$ cat config.mk
export PLATFORM = sky130hd
export DESIGN_NAME = rws_queue
export DESIGN_NICKNAME = d
export VERILOG_FILES = /design/src/rws_pkg.sv /design/src/rws_queue.sv
export SDC_FILE = /design/constraint.sdc
export NUM_CORES = 1
export LEC_CHECK = 0
export ABC_AREA = 1
export BUFFER_PORTS_ARGS = -buffer_cell sky130_fd_sc_hd__buf_2
export CAP_MARGIN = 20
export CORE_ASPECT_RATIO = 1.1
export CORE_MARGIN = 4
export CORE_UTILIZATION = 45
export CTS_BUF_LIST = sky130_fd_sc_hd__clkbuf_4 sky130_fd_sc_hd__clkbuf_8
export DETAILED_ROUTE_END_ITERATION = 10
export PLACE_DENSITY = 0.71
export SETUP_SLACK_MARGIN = 0.15
export SLEW_MARGIN = 0
export SYNTH_ARGS = -nofsm -noshare
export SYNTH_HDL_FRONTEND = slang
export SYNTH_SLANG_ARGS = --single-unit
$ cat constraint.sdc
create_clock -name clk -period 8.4 [get_ports clk]
set_input_delay 1.68 -clock clk [delete_from_list [all_inputs] [get_ports clk]]
set_output_delay 1.68 -clock clk [all_outputs]
set_load 0.02 [all_outputs]
$ cat src/rws_pkg.sv
`timescale 1ns / 1ps
package rws_pkg;

  localparam int GENE_W       = 17;
  localparam int SLOT_W       = 7;
  localparam int DIST_W       = 19;
  localparam int FIT_W        = 32;
  localparam int POP_W        = 8;
  localparam int CFG_IDX_W    = 2;
  localparam int MAX_POP_DEF  = 128;
  localparam int POP_RESET    = 100;
  localparam int DRAW_SCALE   = 100000;
  localparam int SCALE_W      = 17;

  // register indexes on the configuration port
  localparam logic [CFG_IDX_W-1:0] CFG_GOAL_A   = 2'd0;
  localparam logic [CFG_IDX_W-1:0] CFG_GOAL_B   = 2'd1;
  localparam logic [CFG_IDX_W-1:0] CFG_GOAL_C   = 2'd2;
  localparam logic [CFG_IDX_W-1:0] CFG_POP_SIZE = 2'd3;

  // item modes
  localparam logic MODE_LOAD   = 1'b0;
  localparam logic MODE_SELECT = 1'b1;

  // one classified item between front and back
  typedef struct packed {
    logic              mode;
    logic [SLOT_W-1:0] slot;
    logic [DIST_W-1:0] l1_dist;
    logic [GENE_W-1:0] draw;
  } rws_item_t;

endpackage

$ cat src/rws_queue.sv
`timescale 1ns / 1ps
module rws_queue import rws_pkg::*; (
  input  logic      clk,
  input  logic      rst,
  input  logic      push,
  input  rws_item_t push_item,
  output logic      ready,
  input  logic      pop,
  output logic      head_valid,
  output rws_item_t head
);

  rws_item_t  mem [2];
  logic       wr_ptr;
  logic       rd_ptr;
  logic [1:0] count;

  assign ready      = (count != 2'd2);
  assign head_valid = (count != 2'd0);
  assign head       = mem[rd_ptr];

  // two-entry fifo
  always_ff @(posedge clk) begin
    if (rst) begin
      wr_ptr <= 1'b0;
      rd_ptr <= 1'b0;
      count  <= 2'd0;
    end else begin
      if (push) wr_ptr <= ~wr_ptr;
      if (pop) rd_ptr <= ~rd_ptr;
      count <= count + {1'b0, push} - {1'b0, pop};
    end
  end

  always_ff @(posedge clk) begin
    if (push) begin
      mem[wr_ptr] <= push_item;
    end
  end

endmodule

# --- Word-level counts from Yosys, hierarchy flattened ---
# Memories as Yosys holds them, arrays and structs flattened. A register that Yosys moved wholly into a read port is not among the register bits.
# Index checks and enable logic that the tools add are counted.
totals:
  reg_bits: 4
  latchBits: 0
  ram_bits: 88
  mem_bits_ro: 0
  in_bits: 48
  output_inout_bits: 46
  word_cells: 14
  mem_count: 1
mem_list:
  columns: ["name", "words", "word_bits", "rd", "rd_clocked_by_memory_dff", "write_ports", "line_no", "rtl"]
  rows:
  - ["mem", 2, 44, 1, 1, 1, "rws_queue.sv:13", "rws_item_t mem [2];"]
classes:
  n_addsub: 2
  n_mul: 0
  n_div: 0
  order_cmp: 0
  eq_ne: 1
  n_shift: 0
  muxes: 4
  n_bitwise: 2
  n_reduce_logical: 1
op_table:
  columns: ["cell", "n"]
  rows:
  - ["$mux W1", 4]
  - ["$add A2 B1 Y2", 1]
  - ["$ne A2 B2 Y1 const B", 1]
  - ["$not A1 Y1", 2]
  - ["$reduce_bool A2 Y1", 1]
  - ["$sub A2 B1 Y2", 1]

# --- Longest topological paths before layout ---
logic_depth:
  ltp_word: 3
  mapped_depth: 9
  ltp_nobuf: 9

# --- Least setup slack after synthesis ---
# No wires, ideal clock.
synth_timing:
  path_type: "input port to flip-flop"
  from: "in push"
  to: "mem mem[0][0] (netlist name) (enable)"
  setup_ps: 447
  arrival_time_ps: 3570
  slack_ps: 4384
  stages: 2
  path_buffers: 0
  cell_sequence: "inv_1 > nor2_1"
synth_via:
  elab_chain_len: 2
synth_rtl:
  columns: ["element", "line_no", "rtl"]
  rows:
  - ["from (decl)", "rws_queue.sv:5", "input logic push,"]
  - ["$mux W1", "rws_queue.sv:36", "if (push) begin"]
  - ["$mux W1 (not written as such)", "rws_queue.sv:37", "mem[wr_ptr] <= push_item;"]
  - ["to (decl)", "rws_queue.sv:13", null]
# Every way passes these cells.

==> run_results.csv <==
group,metric,value,unit
layout,drive_gt1_frac,0.577,
clocking,cts_setup_buffers,0,
clocking,cts.sinks,93,
setup_path,path_max_fanout,37,
synth,seq_area_frac_synth,0.761,
drt,drt_iter0_markers,51,
floorplan,ioPinCount,94,
synth,syn_area_per_cell,21.4,µm²
min_path,hold_class,"reg -> reg",
synth,synth-seq-cells,93,
global_routing,grt_pass1_wl,9.51,mm
setup_path,cp.required,6720,ps
sta,tightest_slew,996,ps
sta,whs,545,ps
drt,ant_nets,0,
sta,slew_viol_final,0,
clocking,cts.clk_slew.worst_paths,80,ps
layout,final_cell_area,0.00433,mm²
drt,met2_length,3.42,mm
synth,ys.warnings.count,0,
clocking,postCtsHoldBufs,0,
global_routing,antenna_found_initial,0,
sta,fin_crit,3660,ps
synth,synth_top_area_frac,0.733,
placement,dp_hpwl,4.22,mm
power,pwr_density_cell,225,mW/mm²
sta,period_share,0.435,
sta,max_freq,274,MHz
synth,netlist_instances,168,
placement,pre_cts_slack,5070,ps
floorplan,placementRows,33,
placement,io_buffer_count,93,
sta,rsz0062_at_grt,"no",
global_routing,grtUsageTotal,0.136,
sta,setup_viol,0,
drt,viasPerCell,4.72,
clocking,numCtsBuffers,9,
sta,max_slew_margin,0.335,
drt,routed.top_layer,"met4",
global_routing,gr-total-overflow,0,
setup_path,cp-start-kind,"register",
synth,synth_area_leaders,"edfxtp_1 (73%), mux2_4 (17%), dfxtp_1 (2.8%)",
clocking,cts.path.max_buffers,2,
setup_path,crit_type,"reg -> out",
drt,num_vias,1789,
floorplan,core,0.00764,mm²
global_routing,grt_max_degree,46,
placement,placed_cell_area,0.00413,mm²
placement,place_congestion,0.704,
clocking,clk_latency,340,ps
drt,drt-met1-wl,2.34,mm
synth,syn_area,0.00360,mm²
power,ir_worst_vdd,0.129,mV
layout,nNetsFinal,319,
layout,antennaDiodeCount,0,
layout,fillCellCount,619,
synth,synth_nets,218,
drt,wl,6.26,mm
setup_path,cp-end-kind,"output port",
layout,syn_to_final_growth,20.1,%
floorplan,dieHeight,102,µm
power,power,975,µW
setup_path,crit_arrival,1980,ps
drt,wl_per_cell,16.5,µm
placement,place_inst,363,
floorplan,start_util,0.472,
clocking,cts.htree.levels,3,
sta,setup_ws,4740,ps
clocking,root_buffer,"clkbuf_8",
global_routing,grt_pass1_vias,1982,
run,cap_violations,0,
floorplan,die-area,0.00951,mm²
synth,yosys.area.top_type,"edfxtp_1",
drt,drcViolationCount,0,
power,leakagePower,1.75,nW
clocking,cts_tree,"built",
sta,skew,8.53,ps
floorplan,fp.dieW,93.3,µm
layout,postLayoutCoreUtil,0.566,
sta,setup_tns,0,ps
clocking,cts-resized-gates,0,
layout,instances_no_fill,379,
drt,wl_met3,378,µm
drt,dr.pass1.iters,4,
run_status,status,"completed",
sta,hold_violations,0,
synth,synth_cell_types,14,
cells in the mapped netlist:
cell,n
edfxtp_1,88
mux2_4,40
inv_1,8
nand2_1,6
nor2_1,6
dfxtp_1,5
buf_12,4
mux2_2,4
ha_1,2
a21oi_1,1
buf_6,1
nand3_1,1
nor3_1,1
xnor2_1,1
report_power, final:
| group | switching [mW] | internal (mW) |
|---|---|---|
| logic | 0.0775 | 0.0627 |
| clock network | 0.140 | 0.150 |
| registers | 0.00871 | 0.536 |
| total | 0.226 | 0.749 |
area by class of cell:
| cell class | count | area (µm²) | area share |
|---|---|---|---|
| Clock buffer | 13 | 154 | 0.0356 |
| Clock inverter | 3 | 40.0 | 0.00925 |
| Inverter | 8 | 30.0 | 0.00694 |
| Multi-Input combinational cell | 62 | 747 | 0.173 |
| Sequential cell | 93 | 2740 | 0.634 |
| Tap cell | 105 | 131 | 0.0304 |
| Timing Repair Buffer | 95 | 480 | 0.111 |
cells by family after synthesis:
kind of cell,synth area share
AO/OA/AOI/OAI,0.00139
flip-flops,0.761
buffers and inverters,0.0337
adder cells (fa/ha/maj),0.00694
multiplexers,0.179
XOR/XNOR,0.00243
AND/OR/NAND/NOR,0.0153
final timing paths:
check	cells past startpoint	from	slack, ps	end
max	3	register	4740	head[1]
min	2	rd_ptr$_SDFFE_PP0P_	550	rd_ptr$_SDFFE_PP0P_
max reg2reg	2	wr_ptr$_SDFFE_PP0P_	6740	mem[0][2]$_DFFE_PP_
min reg2reg	2	rd_ptr$_SDFFE_PP0P_	550	rd_ptr$_SDFFE_PP0P_
layout by cell type (no fill, tap or decap), drive strengths merged:
cell type / instances
nand3: 1
inv: 8
edfxtp: 88
buf: 95
clkinv: 2
a21oi: 1
clkbuf: 13
nor3: 1
nand2: 6
bufinv: 1
xnor2: 1
nor2: 6
dfxtp: 5
ha: 2
mux2: 44
sequential cells by signal (all words and copies together) (netlist names), named ones only:
register / cells
mem: 88
rd_ptr: 1
count: 2
wr_ptr: 1
worst max-delay path: stages, from the launching register on:
cell and delay, ps:
dfxtp_2 470, buf_4 590, mux2_2 410, buf_2 160
layer usage:
metal | up-vias | track usage
li1 | 839 | -
met1 | 892 | 0.139
met2 | 47 | 0.254
met3 | 11 | 0.0405
met4 | 0 | 0.0643
met5 | - | 0
Power figures use the tool's default switching activity.
