--- src/rws_pkg.sv ---
`timescale 1ns / 1ps
package rws_pkg;

  localparam int GENE_W       = 17;
  localparam int SLOT_W       = 7;
  localparam int DIST_W       = 19;
  localparam int FIT_W        = 32;
  localparam int POP_W        = 8;
  localparam int CFG_IDX_W    = 2;
  localparam int MAX_POP_DEF  = 128;
  localparam int POP_RESET    = 100;
  localparam int DRAW_SCALE   = 100000;
  localparam int SCALE_W      = 17;

  // register indexes on the configuration port
  localparam logic [CFG_IDX_W-1:0] CFG_GOAL_A   = 2'd0;
  localparam logic [CFG_IDX_W-1:0] CFG_GOAL_B   = 2'd1;
  localparam logic [CFG_IDX_W-1:0] CFG_GOAL_C   = 2'd2;
  localparam logic [CFG_IDX_W-1:0] CFG_POP_SIZE = 2'd3;

  // item modes
  localparam logic MODE_LOAD   = 1'b0;
  localparam logic MODE_SELECT = 1'b1;

  // one classified item between front and back
  typedef struct packed {
    logic              mode;
    logic [SLOT_W-1:0] slot;
    logic [DIST_W-1:0] l1_dist;
    logic [GENE_W-1:0] draw;
  } rws_item_t;

endpackage

--- src/rws_front.sv ---
`timescale 1ns / 1ps
module rws_front import rws_pkg::*; #(
  parameter int MAX_POPULATION = MAX_POP_DEF
) (
  input  logic              clk,
  input  logic              rst,
  input  logic              in_valid,
  output logic              in_stall,
  input  logic              mode,
  input  logic [SLOT_W-1:0] slot,
  input  logic [GENE_W-1:0] gene_a,
  input  logic [GENE_W-1:0] gene_b,
  input  logic [GENE_W-1:0] gene_c,
  input  logic [GENE_W-1:0] draw,
  input  logic [GENE_W-1:0] goal_a,
  input  logic [GENE_W-1:0] goal_b,
  input  logic [GENE_W-1:0] goal_c,
  output logic              q_push,
  output rws_item_t         q_item,
  input  logic              q_ready
);

  logic              f_valid;
  logic              keep;
  logic              take;
  logic [GENE_W-1:0] da;
  logic [GENE_W-1:0] db;
  logic [GENE_W-1:0] dc;
  logic [DIST_W-1:0] l1_dist;

  // l1 distance to the goal genes
  always_comb begin
    da      = (gene_a > goal_a) ? gene_a - goal_a : goal_a - gene_a;
    db      = (gene_b > goal_b) ? gene_b - goal_b : goal_b - gene_b;
    dc      = (gene_c > goal_c) ? gene_c - goal_c : goal_c - gene_c;
    l1_dist = DIST_W'(da) + DIST_W'(db) + DIST_W'(dc);
  end

  // loads beyond the table are dropped here
  assign keep     = (mode == MODE_SELECT) || (int'(slot) < MAX_POPULATION);
  assign q_push   = f_valid && q_ready;
  assign in_stall = f_valid && !q_ready;
  assign take     = in_valid && !in_stall;

  always_ff @(posedge clk) begin
    if (rst) begin
      f_valid <= 1'b0;
    end else if (!f_valid || q_push) begin
      f_valid <= take && keep;
    end
  end

  always_ff @(posedge clk) begin
    if (take) begin
      q_item.mode    <= mode;
      q_item.slot    <= slot;
      q_item.l1_dist <= l1_dist;
      q_item.draw    <= draw;
    end
  end

endmodule

--- config.mk ---
export PLATFORM = sky130hd
export DESIGN_NAME = rws_front
export DESIGN_NICKNAME = d
export VERILOG_FILES = /design/src/rws_pkg.sv /design/src/rws_front.sv
export SDC_FILE = /design/constraint.sdc
export NUM_CORES = 1
export LEC_CHECK = 0
export BUFFER_PORTS_ARGS = -buffer_cell sky130_fd_sc_hd__buf_2
export CAP_MARGIN = 20
export CELL_PAD_IN_SITES_DETAIL_PLACEMENT = 1
export CELL_PAD_IN_SITES_GLOBAL_PLACEMENT = 2
export CORE_UTILIZATION = 30
export DETAILED_ROUTE_END_ITERATION = 12
export PLACE_DENSITY = 0.88
export SLEW_MARGIN = 10
export SYNTH_ARGS = -nofsm -noshare
export SYNTH_HDL_FRONTEND = slang
export SYNTH_SLANG_ARGS = --single-unit
--- constraint.sdc ---
create_clock -name clk -period 6.48 [get_ports clk]
set_input_delay 0.324 -clock clk [delete_from_list [all_inputs] [get_ports clk]]
set_output_delay 0.324 -clock clk [all_outputs]
set_load 0.1 [all_outputs]
# ---- Word-level counts from Yosys, hierarchy flattened
# Index checks and enable logic that the tools add are counted.
dict set report classes {
  add_sub_neg 8
  order_cmp 3
  n_mux 3
  reduce_logical 7
}
# operator count
set ops {}
lappend ops {{$sub 17x17->17} 6}
lappend ops {{$gt 17x17->1} 3}
lappend ops {{$mux 17} 3}
lappend ops {{$add 18x17->19} 1}
lappend ops {{$add 17x17->18} 1}
lappend ops {{$logic_and 1x1->1} 3}
lappend ops {{$logic_not 1->1} 3}
lappend ops {{$logic_or 1x1->1} 1}
dict set report totals {
  register_bits 45
  inputBits 131
  output_inout_bits 46
  word_cells 26
}

# ---- Longest topological paths before layout
dict set report logic_depth {
  word_depth 4
  ltp_mapped 22
  depth_no_buf 21
}

# ---- Worst setup path after synthesis
# OpenSTA, ideal clock, no wires.
dict set report synth_path {
  path_kind {input port to flip-flop}
  startpoint {in gene_b[6]}
  endpoint {reg q_item[33] in the netlist's numbering, data pin}
  setup_ps 258
  t_arrival_ps 4536
  t_required_ps 6222
  setup_slack_ps 1686
  path_stages 20
  n_path_buf 2
  path_cell_list {inv_1 ha_1 buf_6 a2111o_1 o2111ai_2 a41oi_2 o22ai_4 buf_12 mux2i_1 xnor2_1 fa_1 inv_1 ha_1 or3_1 and4_1 a221o_1 a21o_1 nor3_1 o31a_1 xnor2_1}
}
dict set report synth_between {
  elab_chain_cells 4
  elab_cells_between_ends 6
  classes_between {4 x add/sub; 1 x order compare; 1 x mux}
}
# element line
set synth_rtl {}
lappend synth_rtl {{start: declaration} rws_front.sv:12} ;# input logic [GENE_W-1:0] gene_b,
lappend synth_rtl {{$sub 17x17->17 or $gt 17x17->1 (tied branches)} rws_front.sv:34} ;# db = (gene_b > goal_b) ? gene_b - goal_b : goal_b - gene_b;
lappend synth_rtl {{$mux 17 (*)} rws_front.sv:34}
lappend synth_rtl {{$add 17x17->18 (*)} rws_front.sv:36} ;# l1_dist = DIST_W'(da) + DIST_W'(db) + DIST_W'(dc);
lappend synth_rtl {{$add 18x17->19 (*)} rws_front.sv:36}
lappend synth_rtl {{net l1_dist[16]} rws_front.sv:29} ;# logic [DIST_W-1:0] l1_dist;
lappend synth_rtl {{end: declaration} rws_front.sv:19} ;# output rws_item_t q_item,
# The timed path passes the listed nets; every way through them passes the cells marked *.
# A chain may end at the register's enable or synchronous reset.

# ---- Worst setup path in the final report
# Ends and elaborated chain as after synthesis.

==> metrics.md <==
| Metric | Value |
|---|---|
| Status | completed |
| First-pass GRT wire length | roughly 36 mm |
| Delay of the slowest cell on the worst path | roughly 0.62 ns |
| Min-Delay Path Class | in2reg |
| Worst Setup End Kind | flip-flop |
| Core Region | approximately 24000 sq um |
| Max Freq | 191 MHz |
| Antenna cell count | 0 |
| Arr. time, crit path | ~5.3 ns |
| Req. time, crit path | approximately 6.5 ns |
| Worst reg2reg startpoint | f_valid |
| Final period util | between 80% and 90% |
| Top layer in use | met4 |
| Detailed Route Iter0 Violations | 277 |
| Reg clk slew, reported paths | ~0.070 ns |
| Max VDD drop | 226 uV |
| Clock net sink count | 45 |
| Post-DP HPWL | 19.2 mm |
| Worst setup path startpoint | gene_b[6] |
| Maxcap violations | 0 |
| Die X | 160 microns |
| Worst R2R Path Depth | 3 |
| Hold-fix buffers, CTS | 0 |
| Synthesis-to-layout area growth | 17.1% |
| DRT met1 WL | between 10 and 15 mm |
| Maximum fanout along the worst path | 16 |
| Die H | 160 microns |
| Post-synth EDFFs | 44 |
| WS Path Type | in2reg |
| Setup Fix Bufs, Post-CTS | 0 |
| IO Pins | 177 |
| CP max-delay cell | o22ai_4 |
| Final Util | a little over a third |
| Crit path cell chain | buf_2 -> inv_1 -> ha_1 -> a2111o_1 -> o2111ai_2 -> a41oi_2 -> o22ai_4 -> mux2i_1 -> xnor2_1 -> fa_1 -> inv_1 -> ha_1 -> or3_1 -> and4_1 -> a221o_1 -> a21o_1 -> nor3_1 -> o31a_1 -> xnor2_1 |
| Worst-margin pin slew | slightly below 0.8 ns |
| Vias in the first global route | slightly below 7000 |
| Starting density of the core | a little under a third |
| Initial antenna violation count | 0 |
| Critical Path Start Type | primary input |
| Number of remaining DRC errors | 0 |
| # setup viols final | 0 |
| Final Max Slew Viols | 0 |
| FP Rows | 57 |
| Post-layout min period | 5.25 ns |
| Routed Antenna Nets | 0 |
| Hold_ws | slightly above 0.2 ns |
| Wire per inst | ~16 microns |
| Via count | approximately 6700 |
| Final wirelength | 21.8 mm |
| TritonRoute pass-1 iters | 4 |
| Worst-skew pair later-pin latency | roughly 0.29 ns |
| CTS root buf | clkbuf_16 |
| Crit path max-delay family | compound AO/OA/AOI/OAI gates |
| CTS resizes | 0 |
| R2R Path End | q_item[8] |
| Crit path capture | q_item[33] |
| TritonCTS clock tree | yes |
| Setup Skew | between 0.009 and 0.01 ns |
| I/O Buffers | ~180 |
| Unrepaired setup endpoints after global routing | no |
| GR Overflow Total | 0 |
| Total GRT Usage | 17.1% |
| P_leak | 4.53 nW |
| Post-synth top flop | edfxtp_1 |
| Die area | between 20000 and 30000 sq um |
| Clock buffer depth | 2 |
| Register area share after synthesis | ~18% |
| R2R Setup Slk | between 5 and 6 ns |
| Worst Path Buf+Inv | 3 |
| Cell Area, Synth | ~7500 sq um |
| Synth Net Count | around 1100 |
| Num CTS Buffers | 5 |
| Relative slew margins | 47.7% |
| WP depth | 19 |
| Syn Area/Cell | 8.56 sq um |
| Nets | about 1300 |
| Ys Warns | 0 |
| Final-report hold violation count | 0 |
| Pwr Density | around 340 nW/um^2 |
| DR vias/cell | around 5.0 |
| Setup TNS | 0 ns |
| Largest net degree at the start of global routing | 45 |
| H-tree lvl count | 2 |
| DR WL met3 | around 780 microns |
| Yosys cell types | 68 |
| # fillers | around 3000 |
| Share of layout cells above drive strength 1 | approximately a fifth |
| Synth async-reset ratio | 0% |
| Yosys reg bits | 45 |
| Placer Congestion | approximately 0.84 |
| Routed length on met2 | 10.5 mm |
| Syn Inst Count | slightly below 900 |
-- Yosys cell counts, drive strengths merged (5+ instances only) --
master / n / area [sq um]
nor2b: 10 / 62.6
clkbuf: 11 / 42.5
nand3: 6 / 30.0
o31a: 7 / 61.3
nand2: 38 / 143
buf: 23 / 150
mux2i: 46 / 460
edfxtp: 44 / 1320
inv: 153 / 574
nor2: 28 / 105
xor2: 20 / 175
ha: 115 / 1440
and3: 7 / 45.1
nand2b: 10 / 62.6
fa: 24 / 480
xnor2: 39 / 342
and4: 5 / 43.8
a21oi: 81 / 420
nand4: 11 / 68.8
o21a: 18 / 135
o21bai: 9 / 67.6
a211oi: 5 / 42.5
o22ai: 5 / 45.0
o21ai: 45 / 225
a21o: 44 / 330
nor3: 5 / 25.0
a221oi: 7 / 73.8
-- metrics by stage --
stage	power, W	instance area (sq um)	std cells	worst slack [ns]
after detailed placement	0.00277	8590	1341	0.914
after global routing	0.00322	8750	1350	0.948
final	0.00301	8750	1350	1.23
after CTS	0.00303	8730	1349	1.21
after global placement	0.00269	8590	1341	1.03
after floorplan	0.00225	7480	874	1.69
-- metal layers --
metal  vias up  GRT usage, %
met1      3221          22.2
met2       164          30.5
met5         -             0
met4         0          3.20
li1       3338             -
met3        15          1.79
-- worst min path at each step --
stage,slack (ns),end,cells after the start,start
detailed placement,0.50,f_valid,2,rst
CTS,0.20,f_valid,2,rst
global route,0.20,q_item[13],1,draw[13]
finish,0.21,f_valid,2,rst
floorplan,0.40,f_valid,1,rst
global placement,0.49,f_valid,2,rst
-- where the power goes --
| part | switching, W | total [W] | internal [W] |
|---|---|---|---|
| clock | 0.000106 | 0.000249 | 0.000143 |
| sequential | 0.0000253 | 0.000506 | 0.000481 |
| combinational | 0.00150 | 0.00225 | 0.000752 |
-- state kept, by name (all words and copies together) (netlist names) --
| signal | cells |
|---|---|
| q_item | 44 |
| f_valid | 1 |
-- worst reg2reg max path, delay by kind of cell (launching register included) --
family	cells	cell delay (ns)
DFF	1	0.30
buffers and inverters	1	0.27
and+or+nand+nor	2	0.56
-- layout make-up --
cell class	instances	area, sq um	share of cell area, %
Clock buffer	5	125	1.43
Clock inverter	3	21.3	0.243
Inverter	153	574	6.56
Multi-Input combinational cell	642	5380	61.4
Sequential cell	45	1340	15.3
Tap cell	324	405	4.63
Timing Repair Buffer	178	908	10.4
-- cell usage in the layout, fill, tap and decap left out, types with 10 or more instances in the layout --
cell type and count:
buf_2 176, inv_1 153, ha_1 115, a21oi_1 79, mux2i_1 46, a21o_1 44
edfxtp_1 44, xnor2_1 39, nand2_1 38, o21ai_0 38, nor2_1 28, fa_1 24
xor2_1 20, o21a_1 18, nand4_1 11, nand2b_1 10
-- logic make-up (layout without fill, tap and decap cells) --
group | Yosys count | count (layout) | synth area share, %
buf+inv | 187 | 339 | 10.3
flops | 45 | 45 | 17.9
mux | 46 | 46 | 6.16
compound gates | 261 | 261 | 23.7
simple gates | 137 | 137 | 9.39
xor+xnor | 59 | 59 | 6.91
fa+ha+maj | 139 | 139 | 25.7
(Power assumes the default switching activity.)
